[config.mk]
export PLATFORM = sky130hd
export DESIGN_NAME = postfix_expression_evaluator
export DESIGN_NICKNAME = d
export VERILOG_FILES = /design/src/rtl/pfx_pkg.sv /design/src/rtl/pfx_div.sv /design/src/rtl/postfix_expression_evaluator.sv
export VERILOG_INCLUDE_DIRS = /design/src /design/src/rtl
export SDC_FILE = /design/constraint.sdc
export NUM_CORES = 1
export LEC_CHECK = 0
export BUFFER_PORTS_ARGS = -buffer_cell sky130_fd_sc_hd__buf_2
export CAP_MARGIN = 5
export CELL_PAD_IN_SITES_DETAIL_PLACEMENT = 1
export CELL_PAD_IN_SITES_GLOBAL_PLACEMENT = 1
export CORE_ASPECT_RATIO = 1.2
export CORE_MARGIN = 2
export CORE_UTILIZATION = 55
export CTS_BUF_LIST = sky130_fd_sc_hd__clkbuf_8 sky130_fd_sc_hd__clkbuf_16
export DETAILED_ROUTE_END_ITERATION = 10
export GPL_ROUTABILITY_DRIVEN = 0
export GPL_TIMING_DRIVEN = 0
export MAX_ROUTING_LAYER = met4
export PLACE_DENSITY = 0.79
export RECOVER_POWER = 25
export SYNTH_ARGS = -nofsm -noshare
export SYNTH_HDL_FRONTEND = slang
export SYNTH_SLANG_ARGS = --single-unit
[constraint.sdc]
create_clock -name clk -period 8.7 [get_ports clk]
set_input_delay 2.61 -clock clk [delete_from_list [all_inputs] [get_ports clk]]
set_output_delay 2.61 -clock clk [all_outputs]
set_load 0.05 [all_outputs]
[src/rtl/postfix_expression_evaluator_macros.svh]
// Assertion macros for the postfix expression evaluator.
// No dependencies; taken in by `include in the modules that assert.
`ifndef POSTFIX_EXPRESSION_EVALUATOR_MACROS_SVH
`define POSTFIX_EXPRESSION_EVALUATOR_MACROS_SVH
`ifndef SYNTHESIS
// Same-cycle implication, reset disables the check.
`define PFX_ASSERT_SAME(LBL, CLK, RSTN, ANTE, CONS) \
  LBL: assert property (@(posedge CLK) disable iff (!RSTN) (ANTE) |-> (CONS)) \
    else $error("pfx assertion failed");
// Next-cycle implication, reset disables the check.
`define PFX_ASSERT_NEXT(LBL, CLK, RSTN, ANTE, CONS) \
  LBL: assert property (@(posedge CLK) disable iff (!RSTN) (ANTE) |=> (CONS)) \
    else $error("pfx assertion failed");
`else
`define PFX_ASSERT_SAME(LBL, CLK, RSTN, ANTE, CONS)
`define PFX_ASSERT_NEXT(LBL, CLK, RSTN, ANTE, CONS)
`endif
`endif

[src/rtl/pfx_pkg.sv]
// Package for the postfix expression evaluator: types, symbol codes, status codes.
// No dependencies.
package pfx_pkg;

  localparam int STACK_ENTRIES_DEF = 64;

  localparam int SYM_W        = 7;
  localparam int VAL_W        = 8;
  localparam int ST_W         = 3;
  localparam int IN_TDATA_W   = 8;
  localparam int OUT_TDATA_W  = 16;

  localparam logic [SYM_W-1:0] SYM_PLUS  = 7'h2B;
  localparam logic [SYM_W-1:0] SYM_MINUS = 7'h2D;
  localparam logic [SYM_W-1:0] SYM_STAR  = 7'h2A;
  localparam logic [SYM_W-1:0] SYM_SLASH = 7'h2F;
  localparam logic [SYM_W-1:0] SYM_ZERO  = 7'h30;

  typedef enum logic [ST_W-1:0] {
    ST_OK        = 3'd0,
    ST_UNDERFLOW = 3'd1,
    ST_OVERFLOW  = 3'd2,
    ST_DIVZERO   = 3'd3,
    ST_EMPTY     = 3'd4
  } status_t;

  typedef enum logic [1:0] {
    S_IDLE,
    S_EXEC,
    S_DIV,
    S_EMIT
  } state_t;

  // Keep the first error of an expression.
  function automatic status_t note_err(status_t cur, status_t code);
    return (cur == ST_OK) ? code : cur;
  endfunction

endpackage

[src/rtl/pfx_div.sv]
// Iterative 8-bit signed divider, truncating toward zero, one quotient bit per cycle.
// Depends on pfx_pkg.
module pfx_div (
  input  logic                        clk,
  input  logic                        rst_n,
  input  logic                        start,
  input  logic [pfx_pkg::VAL_W-1:0]   dividend,
  input  logic [pfx_pkg::VAL_W-1:0]   divisor,
  output logic                        done,
  output logic [pfx_pkg::VAL_W-1:0]   quotient
);

  localparam int W   = pfx_pkg::VAL_W;
  localparam int CW  = $clog2(W);

  logic            busy_r, busy_nxt;
  logic            done_r, done_nxt;
  logic [CW-1:0]   cnt_r, cnt_nxt;
  logic [W-1:0]    rem_r, rem_nxt;
  logic [W-1:0]    quo_r, quo_nxt;
  logic [W-1:0]    dvs_r, dvs_nxt;
  logic            neg_r, neg_nxt;
  logic [W:0]      trial;

  always_ff @(posedge clk) begin
    if (!rst_n) begin
      busy_r <= 1'b0;
      done_r <= 1'b0;
      cnt_r  <= '0;
    end else begin
      busy_r <= busy_nxt;
      done_r <= done_nxt;
      cnt_r  <= cnt_nxt;
    end
  end

  always_ff @(posedge clk) begin
    rem_r <= rem_nxt;
    quo_r <= quo_nxt;
    dvs_r <= dvs_nxt;
    neg_r <= neg_nxt;
  end

  // Restoring step: shift one dividend bit into the remainder and try a subtract.
  assign trial = {rem_r, quo_r[W-1]} - {1'b0, dvs_r};

  always_comb begin
    busy_nxt = busy_r;
    done_nxt = 1'b0;
    cnt_nxt  = cnt_r;
    rem_nxt  = rem_r;
    quo_nxt  = quo_r;
    dvs_nxt  = dvs_r;
    neg_nxt  = neg_r;
    if (start) begin
      busy_nxt = 1'b1;
      cnt_nxt  = '0;
      rem_nxt  = '0;
      // magnitudes; -128 maps to 128, which fits unsigned
      quo_nxt  = dividend[W-1] ? (~dividend + W'(1)) : dividend;
      dvs_nxt  = divisor[W-1]  ? (~divisor  + W'(1)) : divisor;
      neg_nxt  = dividend[W-1] ^ divisor[W-1];
    end else if (busy_r) begin
      if (!trial[W]) begin
        rem_nxt = trial[W-1:0];
        quo_nxt = {quo_r[W-2:0], 1'b1};
      end else begin
        rem_nxt = {rem_r[W-2:0], quo_r[W-1]};
        quo_nxt = {quo_r[W-2:0], 1'b0};
      end
      cnt_nxt = cnt_r + CW'(1);
      if (cnt_r == CW'(W-1)) begin
        busy_nxt = 1'b0;
        done_nxt = 1'b1;
      end
    end
  end

  assign done     = done_r;
  assign quotient = neg_r ? (~quo_r + W'(1)) : quo_r;

endmodule

[src/rtl/postfix_expression_evaluator.sv]
// Postfix expression evaluator: operand stack in a synchronous RAM, sequencer, ALU.
// Depends on pfx_pkg, pfx_div and postfix_expression_evaluator_macros.svh.
//
// Usage
//   Input stream: one ASCII symbol per request in in_tdata[6:0], in_tlast on the
//   last symbol of an expression. '+', '-', '*', '/' pop two entries and push
//   the 8-bit wrapped result; any other symbol pushes (symbol - '0').
//   Output stream: one request per expression, after its last symbol:
//   out_tdata[7:0] top of stack, out_tdata[10:8] status
//   (0 ok, 1 underflow, 2 overflow, 3 divide by zero, 4 empty).
//   Timing: a push or + - * goes through S_EXEC and back to S_IDLE before the
//   next accept; a divide waits in S_DIV for the bit-serial divider (8 steps).
//   The last symbol goes on to S_EMIT to load the output register. The stack
//   top comes from a register; the entry below it from the RAM read port,
//   issued in the accept cycle.
//   Reset: stack empty, no error, output empty. RAM contents are not
//   cleared; entries at or above the depth are never used.
//   Back-pressure: the result sits in an output register; the next
//   expression's symbols are accepted meanwhile. Only a further result waits
//   for that register to drain.
`include "postfix_expression_evaluator_macros.svh"

module postfix_expression_evaluator #(
  parameter int STACK_ENTRIES = pfx_pkg::STACK_ENTRIES_DEF
) (
  input  logic                             clk,
  input  logic                             rst_n,
  // in_tdata: [6:0] symbol, [7] zero
  input  logic                             in_tvalid,
  output logic                             in_tready,
  input  logic [pfx_pkg::IN_TDATA_W-1:0]   in_tdata,
  input  logic                             in_tlast,
  // out_tdata: [7:0] value, [10:8] status, [15:11] zero
  output logic                             out_tvalid,
  input  logic                             out_tready,
  output logic [pfx_pkg::OUT_TDATA_W-1:0]  out_tdata
);

  localparam int AW   = $clog2(STACK_ENTRIES);
  localparam int DW   = $clog2(STACK_ENTRIES + 1);
  localparam int VW   = pfx_pkg::VAL_W;
  localparam int SW   = pfx_pkg::SYM_W;
  localparam int PADW = pfx_pkg::OUT_TDATA_W - VW - pfx_pkg::ST_W;

  // stack storage
  logic [VW-1:0] stack_mem [STACK_ENTRIES];

  pfx_pkg::state_t  state_r, state_nxt;
  pfx_pkg::status_t err_r, err_nxt;
  logic [DW-1:0]    depth_r, depth_nxt;
  logic [SW-1:0]    sym_r, sym_nxt;
  logic             last_r, last_nxt;
  logic [VW-1:0]    top_r, top_nxt;        // cached copy of stack_mem[depth-1]
  logic [VW-1:0]    rd_data_r;             // entry below the top
  logic             out_valid_r, out_valid_nxt;
  logic [VW-1:0]    out_value_r, out_value_nxt;
  pfx_pkg::status_t out_status_r, out_status_nxt;

  logic             accept;
  logic             emit_go;
  logic             mem_we;
  logic [AW-1:0]    mem_wa;
  logic [VW-1:0]    mem_wd;
  logic [AW-1:0]    rd_addr;
  logic [DW-1:0]    depth_m2;
  logic             sym_is_op;
  logic [VW-1:0]    push_val;
  logic [2*VW-1:0]  product;
  logic [VW-1:0]    alu_res;
  logic             div_start;
  logic             div_done;
  logic [VW-1:0]    div_quo;
  pfx_pkg::state_t  finish_state;

  assign accept    = in_tvalid && in_tready;
  assign in_tready = (state_r == pfx_pkg::S_IDLE);
  assign emit_go   = (state_r == pfx_pkg::S_EMIT) && (!out_valid_r || out_tready);

  assign depth_m2  = depth_r - DW'(2);
  assign rd_addr   = depth_m2[AW-1:0];

  assign sym_is_op = (sym_r == pfx_pkg::SYM_PLUS)  || (sym_r == pfx_pkg::SYM_MINUS) ||
                     (sym_r == pfx_pkg::SYM_STAR)  || (sym_r == pfx_pkg::SYM_SLASH);
  assign push_val  = {1'b0, sym_r} - {1'b0, pfx_pkg::SYM_ZERO};
  assign product   = rd_data_r * top_r;    // low byte equals the signed product's

  // a = rd_data_r (lower), b = top_r (top); wrapping 8-bit results
  always_comb begin
    unique case (sym_r)
      pfx_pkg::SYM_PLUS:  alu_res = rd_data_r + top_r;
      pfx_pkg::SYM_MINUS: alu_res = rd_data_r - top_r;
      default:            alu_res = product[VW-1:0];
    endcase
  end

  assign finish_state = last_r ? pfx_pkg::S_EMIT : pfx_pkg::S_IDLE;

  // RAM: one write port, one registered read port
  always_ff @(posedge clk) begin
    if (mem_we) begin
      stack_mem[mem_wa] <= mem_wd;
    end
    rd_data_r <= stack_mem[rd_addr];
  end

  always_ff @(posedge clk) begin
    if (!rst_n) begin
      state_r     <= pfx_pkg::S_IDLE;
      err_r       <= pfx_pkg::ST_OK;
      depth_r     <= '0;
      out_valid_r <= 1'b0;
    end else begin
      state_r     <= state_nxt;
      err_r       <= err_nxt;
      depth_r     <= depth_nxt;
      out_valid_r <= out_valid_nxt;
    end
  end

  always_ff @(posedge clk) begin
    sym_r        <= sym_nxt;
    last_r       <= last_nxt;
    top_r        <= top_nxt;
    out_value_r  <= out_value_nxt;
    out_status_r <= out_status_nxt;
  end

  always_comb begin
    state_nxt      = state_r;
    err_nxt        = err_r;
    depth_nxt      = depth_r;
    sym_nxt        = sym_r;
    last_nxt       = last_r;
    top_nxt        = top_r;
    out_valid_nxt  = out_valid_r && !out_tready;
    out_value_nxt  = out_value_r;
    out_status_nxt = out_status_r;
    mem_we         = 1'b0;
    mem_wa         = rd_addr;
    mem_wd         = alu_res;
    div_start      = 1'b0;

    unique case (state_r)
      pfx_pkg::S_IDLE: begin
        if (accept) begin
          sym_nxt   = in_tdata[SW-1:0];
          last_nxt  = in_tlast;
          state_nxt = pfx_pkg::S_EXEC;
        end
      end

      pfx_pkg::S_EXEC: begin
        state_nxt = finish_state;
        if (!sym_is_op) begin
          if (depth_r >= DW'(STACK_ENTRIES)) begin
            err_nxt = pfx_pkg::note_err(err_r, pfx_pkg::ST_OVERFLOW);
          end else begin
            mem_we    = 1'b1;
            mem_wa    = depth_r[AW-1:0];
            mem_wd    = push_val;
            top_nxt   = push_val;
            depth_nxt = depth_r + DW'(1);
          end
        end else if (depth_r < DW'(2)) begin
          err_nxt = pfx_pkg::note_err(err_r, pfx_pkg::ST_UNDERFLOW);
        end else if (sym_r == pfx_pkg::SYM_SLASH) begin
          if (top_r == '0) begin
            // pop both, push zero
            err_nxt   = pfx_pkg::note_err(err_r, pfx_pkg::ST_DIVZERO);
            mem_we    = 1'b1;
            mem_wd    = '0;
            top_nxt   = '0;
            depth_nxt = depth_r - DW'(1);
          end else begin
            div_start = 1'b1;
            state_nxt = pfx_pkg::S_DIV;
          end
        end else begin
          mem_we    = 1'b1;
          top_nxt   = alu_res;
          depth_nxt = depth_r - DW'(1);
        end
      end

      pfx_pkg::S_DIV: begin
        if (div_done) begin
          mem_we    = 1'b1;
          mem_wd    = div_quo;
          top_nxt   = div_quo;
          depth_nxt = depth_r - DW'(1);
          state_nxt = finish_state;
        end
      end

      pfx_pkg::S_EMIT: begin
        if (emit_go) begin
          out_valid_nxt = 1'b1;
          if (depth_r == '0) begin
            out_value_nxt  = '0;
            out_status_nxt = pfx_pkg::note_err(err_r, pfx_pkg::ST_EMPTY);
          end else begin
            out_value_nxt  = top_r;
            out_status_nxt = err_r;
          end
          depth_nxt = '0;
          err_nxt   = pfx_pkg::ST_OK;
          state_nxt = pfx_pkg::S_IDLE;
        end
      end

      default: begin
        state_nxt = pfx_pkg::S_IDLE;
      end
    endcase
  end

  pfx_div u_div (
    .clk      (clk),
    .rst_n    (rst_n),
    .start    (div_start),
    .dividend (rd_data_r),
    .divisor  (top_r),
    .done     (div_done),
    .quotient (div_quo)
  );

  assign out_tvalid = out_valid_r;
  assign out_tdata  = {{PADW{1'b0}}, out_status_r, out_value_r};

  `PFX_ASSERT_SAME(a_depth_bound, clk, rst_n, 1'b1, depth_r <= DW'(STACK_ENTRIES))
  `PFX_ASSERT_NEXT(a_accept_exec, clk, rst_n, accept, state_r == pfx_pkg::S_EXEC)
  `PFX_ASSERT_SAME(a_div_in_div, clk, rst_n, div_done, state_r == pfx_pkg::S_DIV)
  `PFX_ASSERT_NEXT(a_emit_clears, clk, rst_n, emit_go, (depth_r == '0) && (err_r == pfx_pkg::ST_OK) && out_valid_r)

endmodule

==> out/qor.csv, run 1 <==
stage,metric,value,unit
route,Routed WL,67710,um
synthesis,Post-Synthesis Cells,1508,
synthesis,Post-Synth XOR/XNOR Area,0.02068,
cts,CTS sink cnt,589,
synthesis,post-synthesis compound-gate area fraction,0.03791,
die,Core ar.,46050,um2
cts,Post-CTS Setup Repair Bufs,0,
pwr,total power,12.76,mW
route,DR iter-0 viols,1234,
timing,Slew headroom,-0.4783,
setup_path,Worst EP required,8.71,ns
setup_path,CP Max Fanout,44,
timing,RSZ-0062 raised after global routing,false,
global_routing,GRT overflow,0,
cts,TritonCTS buffer count,55,
cts,Clock Pin Slew Worst Setup and Hold Paths,0.06,ns
synthesis,combinational family with the most area after synthesis,multiplexers,
global_routing,largest net degree at the start of global routing,53,
synthesis,post-synthesis adder-cell area fraction,0.03466,
route,WL/cell,29.80,um
global_routing,total track usage,0.2965,
synthesis,Synth Register Bits,589,
timing,"Setup violations, final",0,
setup_path,Worst Reg-to-Reg Cells,11,
synthesis,Ys Warns,0,
final_layout,final core occ,0.6246,
setup_path,"Arr. time, crit path",6.11,ns
timing,final worst slack,2.602,ns
placed_design,port buffer count,24,
synthesis,sequential fraction of the synthesis area,0.6733,
die,Row Count,86,
placed_design,dpl ws,3.051,ns
setup_path,Worst setup SP type,flip-flop,
die,Die Y,241.2,um
cts,post-CTS sizing,0,
timing,Peak Freq,164.0,MHz
timing,Setup TNS,0,ns
placed_design,post-DP HPWL,46570,um
synthesis,simple-gate area share of the yosys netlist,0.05849,
route,residual DRC count,0,
final_layout,layout cell share with drive strength beyond 1,0.1873,
setup_path,CP endpoint kind,flip-flop,
status,failing checks,"max-capacitance violations, max-slew violations",
timing,final hold viol count,0,
cts,Skew-Pair Late Insertion Delay,0.62,ns
synthesis,Yosys cell types,67,
synthesis,"EDFF count, synth",556,
pwr,Worst VDD drop,0.0007981,V
global_routing,first-pass GRT wire length,100700,um
pwr,Power Density,443.7,nW/um2
route,1st-pass router iterations,5,
pwr,leak pwr,9.523,nW
global_routing,initial antenna violation count,1,
timing,period utilization,0.7010,
timing,Pins Over Slew Limit,78,
setup_path,R2R Setup Slk,2.60,ns
synthesis,mux contribution to synthesized area,0.1524,
die,Die X-Extent,201.6,um
cts,htree depth,2,
route,Post-DRT Antenna Nets,0,
hold_path,worst min path class,reg -> reg,
cts,CTS tree,yes,
die,die area,48620,um2
final_layout,Post-layout nets,1686,
timing,Hold WS,0.5000,ns
status,status,"finished, violations left",
setup_path,WS Path Type,reg -> reg,
cts,Post-CTS Hold Buffers,0,
timing,min cycle time layout,6.099,ns
timing,Fin Clk Skew,0.02026,ns
synthesis,synthesized area,25780,um2
global_routing,vias in the first global route,15350,
synthesis,Synth Flop Type,edfxtp_1,
synthesis,Mapped Avg Cell Area,17.09,um2
route,total number of vias,14610,
cts,CTS root buf,clkbuf_16,
route,vias per cell,6.432,
timing,Least-Margin Pin Slew,2.217,ns
die,Initial Util,0.5597,
die,boundary pin count,31,
synthesis,"Async S/R FF share, synth",0,
hold_path,Hold Path Stages,2,
cts,Max clock buf depth,3,
final_layout,Area Growth Syn to Fin,11.58,%
final_layout,Layout fillers,4086,
job,maxcap violations,2,
layer usage:
| metal | part of all wire | routed length, um | global-route usage | up-vias |
|---|---|---|---|---|
| li1 | - | - | - | 6119 |
| met3 | 0.061 | 4147 | 0.03848 | 160 |
| met5 | 0 | 0 | - | - |
| met4 | 0.056 | 3800 | 0.1473 | 0 |
| met1 | 0.37 | 25190 | 0.3594 | 7674 |
| met2 | 0.51 | 34560 | 0.4975 | 660 |
registers in the layout, summed over array words and instances, names as in the netlist, 2 cells and up:
name and count:
out_value_r 8, err_r 2, u_div.cnt_r 3, sym_r 7, u_div.dvs_r 8, stack_mem 512, out_status_r 3, top_r 8
rd_data_r 8, u_div.quo_r 8, state_r 2, depth_r 7, u_div.rem_r 8
layout by cell type, fill, tap and decap left out, types with 4 or more instances in the layout:
cell / Yosys / layout
and3_1: 5 / 5
mux2i_1: 11 / 11
buf_4: 7 / 13
edfxtp_1: 556 / 556
nand4_1: 6 / 6
or3_1: 9 / 9
ha_1: 49 / 49
mux4_2: 168 / 168
clkbuf_1: 48 / 68
buf_12: 0 / 5
bufinv_16: 0 / 9
nand2b_1: 14 / 14
clkinv_1: 1 / 11
xnor2_1: 37 / 37
a221o_1: 4 / 4
a211oi_1: 9 / 9
o21a_1: 5 / 5
o21ai_0: 29 / 32
xor2_1: 22 / 22
a221oi_1: 6 / 6
fa_1: 14 / 14
conb_1: 1 / 5
buf_6: 4 / 5
a21oi_1: 40 / 40
inv_1: 56 / 66
clkinv_2: 0 / 9
buf_2: 16 / 23
dfxtp_1: 33 / 33
o31ai_1: 9 / 9
nand3_1: 25 / 25
clkbuf_16: 0 / 56
nor3_1: 14 / 14
and2_0: 0 / 4
a21o_1: 6 / 6
nand2_1: 95 / 95
and2_1: 25 / 21
nor2_1: 118 / 118
nor2b_1: 8 / 8
worst max-delay path, stage by stage, from the launching register on:
cell and delay, ns:
dfxtp_1 0.36, clkbuf_1 0.32, clkbuf_1 0.58, clkbuf_1 0.60
inv_1 0.34, ha_1 0.40, nand3_1 0.18, nand2_1 0.08
o21ai_0 0.67, o21bai_1 0.24, a221o_1 0.72, clkbuf_1 0.96
layout make-up:
cell class                 count  area [um2]  share of cell area
tap                          616       770.7             0.02680
timing repair buffer          41       284.0            0.009874
clock inverter                45       457.9             0.01592
inverter                      57       214.0            0.007438
multi-input combinational    789        7900              0.2747
clock buffer                  57        1415             0.04920
buffer                        77       362.8             0.01261
sequential                   589       17360              0.6034
antenna                        1       2.502          0.00008700
where the power goes:
part / switching [mW] / total [mW] / internal, mW
clock network: 1.07 / 2.51 / 1.45
registers: 0.0690 / 5.19 / 5.12
logic: 3.61 / 5.06 / 1.46
total: 4.74 / 12.8 / 8.02
cells in the mapped netlist, types with 3 or more instances:
cell | number | area, um2
nand4_1 | 6 | 37.54
o21ai_1 | 7 | 35.03
ha_1 | 49 | 613.1
nor2b_1 | 8 | 50.05
nand2_1 | 95 | 356.6
fa_1 | 14 | 280.3
o21a_1 | 5 | 37.54
xor2_1 | 22 | 192.7
nand2b_1 | 14 | 87.58
o21ai_0 | 29 | 145.1
a211oi_1 | 9 | 67.56
nor3_1 | 14 | 70.07
o31ai_1 | 9 | 67.56
buf_4 | 7 | 52.55
edfxtp_1 | 556 | 16700
and2_1 | 25 | 156.4
xnor2_1 | 37 | 324.1
buf_6 | 4 | 45.04
a221o_1 | 4 | 40.04
mux4_2 | 168 | 3784
dfxtp_1 | 33 | 660.6
a22oi_1 | 3 | 22.52
and3_1 | 5 | 31.28
a221oi_1 | 6 | 52.55
inv_1 | 56 | 210.2
mux2i_1 | 11 | 110.1
or3_1 | 9 | 56.30
o221a_1 | 3 | 33.78
nor2_1 | 118 | 442.9
buf_2 | 16 | 80.08
clkbuf_1 | 48 | 180.2
nand3_1 | 25 | 125.1
a21o_1 | 6 | 45.04
a21oi_1 | 40 | 200.2
a21boi_0 | 3 | 22.52
per-stage QoR:
stage | cell area (um2) | std cells
after global placement | 26680 | 2152
final | 28760 | 2272
after CTS | 28820 | 2269
after floorplan | 25790 | 1512
after global routing | 28760 | 2272
after detailed placement | 26940 | 2167
logic make-up (layout without fill, tap and decap cells):
kind of cell,Yosys count,after routing
DFF,589,589
AOI/OAI and AO/OA,149,149
muxes,182,182
and+or+nand+nor,330,330
xor gates and xnor gates,60,60
adders and majority gates,63,63
buffers and inverters,134,277
other,1,6
path summary, 6_finish.rpt:
path	startpoint	endpoint
setup reg to reg	depth_r[1]	stack_mem[34][1]
hold reg to reg	u_div.busy_r	u_div.busy_r
setup / recovery	depth_r[1]	stack_mem[34][1]
hold / removal	u_div.busy_r	u_div.busy_r
Power figures use the tool's default switching activity.
==> run 2: changes to the inputs <==
CORE_UTILIZATION = 50   (was 55)
PLACE_DENSITY = 0.75   (was 0.79)
clock period = 5.2 ns   (was 8.7 ns; I/O delays follow)
==> out/qor.csv, run 2 (same netlist as run 1, synthesis figures left out) <==
stage,metric,value,unit,change
die,Initial Util,0.5042,,was 0.5597
final_layout,"commonest cells after routing, fill and taps aside","556 x edfxtp_1, 168 x mux4_2, 95 x nand2_1",,"was 556 x edfxtp_1, 168 x mux4_2, 118 x nor2_1"
timing,period utilization,1.024,,was 0.7010
timing,Setup TNS,-3.876,ns,was 0 ns
die,Die Y,252.7,um,was 241.2 um
global_routing,total track usage,0.2580,,was 0.2965
final_layout,"most common cell after layout, fill and taps aside",edfxtp_1,,unchanged
timing,Fin Clk Skew,0.01550,ns,was 0.02026 ns
cts,Clock Pin Slew Worst Setup and Hold Paths,0.06,ns,about the same
final_layout,FF/Latch Area,17360,um2,unchanged
route,total number of vias,14110,,"was 14,610"
hold_path,Hold Path Stages,2,,unchanged
cts,Max clock buf depth,3,,unchanged
cts,Post-CTS Hold Buffers,0,,unchanged
setup_path,R2R Setup Slk,-0.12,ns,was 2.60 ns
setup_path,Worst Reg-to-Reg Cells,11,,unchanged
placed_design,Post-Place Cell Area,27040,um2,"was 26,940 um2"
final_layout,layout cell share with drive strength beyond 1,0.2283,,was 0.1873
timing,final hold viol count,0,,unchanged
setup_path,Worst EP required,5.44,ns,was 8.71 ns
setup_path,worst r2r src,depth_r[1],,unchanged
global_routing,vias in the first global route,14840,,"was 15,350"
pwr,Power Density,744.6,nW/um2,was 443.7 nW/um2
placed_design,post-DP HPWL,46090,um,"was 46,570 um"
route,1st-pass router iterations,5,,unchanged
route,vias per cell,6.081,,was 6.432
final_layout,final core occ,0.5699,,was 0.6246
timing,"Setup violations, final",93,,was 0
die,Row Count,91,,was 86
setup_path,"Arr. time, crit path",5.56,ns,was 6.11 ns
global_routing,GRT overflow,0,,unchanged
final_layout,Largest Register,stack_mem,,unchanged
pwr,total power,21.69,mW,was 12.76 mW
timing,min cycle time layout,5.325,ns,was 6.099 ns
pwr,Worst VDD drop,0.001272,V,was 0.0007981 V
route,Post-DRT Antenna Nets,0,,unchanged
timing,Least-Margin Pin Slew,1.249,ns,was 2.217 ns
final_layout,Area Growth Syn to Fin,13.01,%,was 11.58%
setup_path,Worst setup SP type,flip-flop,,unchanged
timing,Pins Over Slew Limit,0,,was 78
final_layout,Finished Cell Area,29130,um2,"was 28,760 um2"
hold_path,Worst Min Path Start,u_div.cnt_r[1],,was u_div.busy_r
final_layout,max reg flops,512,,unchanged
die,die area,53400,um2,"was 48,620 um2"
cts,CTS tree,yes,,unchanged
route,DR iter-0 viols,1152,,"was 1,234"
setup_path,reg2reg end,stack_mem[18][6],,was stack_mem[34][1]
status,failing checks,negative setup slack,,"was max-capacitance violations, max-slew violations"
cts,TritonCTS buffer count,57,,was 55
final_layout,Layout fillers,4601,,"was 4,086"
die,Core ar.,51120,um2,"was 46,050 um2"
cts,Skew-Pair Late Insertion Delay,0.61,ns,was 0.62 ns
job,maxcap violations,0,,was 2
die,Die X-Extent,211.3,um,was 201.6 um
cts,CTS root buf,clkbuf_16,,unchanged
setup_path,CP Max Fanout,10,,was 44
route,Routed WL,64630,um,"was 67,710 um"
hold_path,Hold Crit Endpoint,u_div.cnt_r[1],,was u_div.busy_r
status,status,"finished, violations left",,unchanged
timing,final worst slack,-0.1246,ns,was 2.602 ns
final_layout,area taken by multi-input logic gates,8016,um2,was 7900 um2
placed_design,port buffer count,24,,unchanged
global_routing,largest net degree at the start of global routing,49,,was 53
cts,CTS sink cnt,589,,unchanged
global_routing,initial antenna violation count,0,,was 1
cts,htree depth,2,,unchanged
timing,Hold WS,0.4995,ns,was 0.5000 ns
hold_path,worst min path class,reg -> reg,,unchanged
timing,Slew headroom,0.1674,,was -0.4783
setup_path,CP endpoint kind,flip-flop,,unchanged
final_layout,n_diodes,0,,was 1
route,WL/cell,27.86,um,was 29.80 um
pwr,leak pwr,9.631,nW,was 9.523 nW
timing,RSZ-0062 raised after global routing,true,,was false
route,residual DRC count,0,,unchanged
setup_path,WS Path Type,reg -> reg,,unchanged
final_layout,Post-layout nets,1698,,"was 1,686"
die,boundary pin count,31,,unchanged
global_routing,first-pass GRT wire length,96950,um,"was 100,700 um"
timing,Peak Freq,187.8,MHz,was 164.0 MHz
-- run 2: changes by cell type in the layout (fill, tap and decap cells not counted), moves of 2 or more --
cell,before,now
nor2_1,118,71
nor2_2,0,47
buf_4,13,23
clkbuf_1,68,62
buf_2,23,27
buf_16,0,3
clkbuf_16,56,59
clkinvlp_4,3,5
-- run 2: cell type report --
class                   instances  share of cell area
multi-input cells             789              0.2752
plain buffers                  75             0.01224
repair buffers                 53             0.01529
clock buffers                  59             0.05068
clock inverters                47             0.01555
well taps                     651             0.02796
inverters                      57            0.007344
flip-flops and latches        589              0.5958
-- run 2: power by group --
part,total [mW],internal [mW],switching (mW)
Sequential,8.64,8.52,0.123
Clock,4.24,2.46,1.78
Combinational,8.81,2.94,5.87
-- run 2: worst max path at each step --
stage,start,endpoint,slack (ns),depth (start not counted)
after floorplan,top_r[3],stack_mem[0][6],0.36,15
after global placement,sym_r[4],stack_mem[34][3],-2.51,13
after detailed placement,top_r[3],stack_mem[38][7],-0.25,17
after CTS,depth_r[1],stack_mem[47][7],-0.1,11
after global routing,depth_r[1],stack_mem[18][3],-0.33,11
final,depth_r[1],stack_mem[18][6],-0.12,11
-- run 2: what timing repair did --
item	CTS	global route
pin swaps	1	3
setup endpoints to repair	168	516
setup buffers	1	11
gates resized for setup	10	37
-- run 2: layer usage --
layer	GRT usage	wire (um)
met1	0.3167	24870
met4	0.09296	2516
met3	0.03355	3354
met2	0.4414	33890
met5	-	0
-- run 2: critical path, stage by stage, from the launching register on --
cell and delay (ns):
dfxtp_1 0.40, clkbuf_1 0.23, clkbuf_1 0.54, buf_2 0.39, inv_1 0.21, ha_1 0.32
buf_1 0.37, clkbuf_1 0.51, a21o_1 0.27, clkbuf_1 0.40, nand3_1 0.63, nor2_2 0.69
-- run 2: per-stage QoR --
stage	std cells	worst slack, ns
floorplan	1512	0.3623
global placement	2187	-2.512
detailed placement	2204	-0.2532
CTS	2311	-0.09565
global route	2320	-0.3257
finish	2320	-0.1246
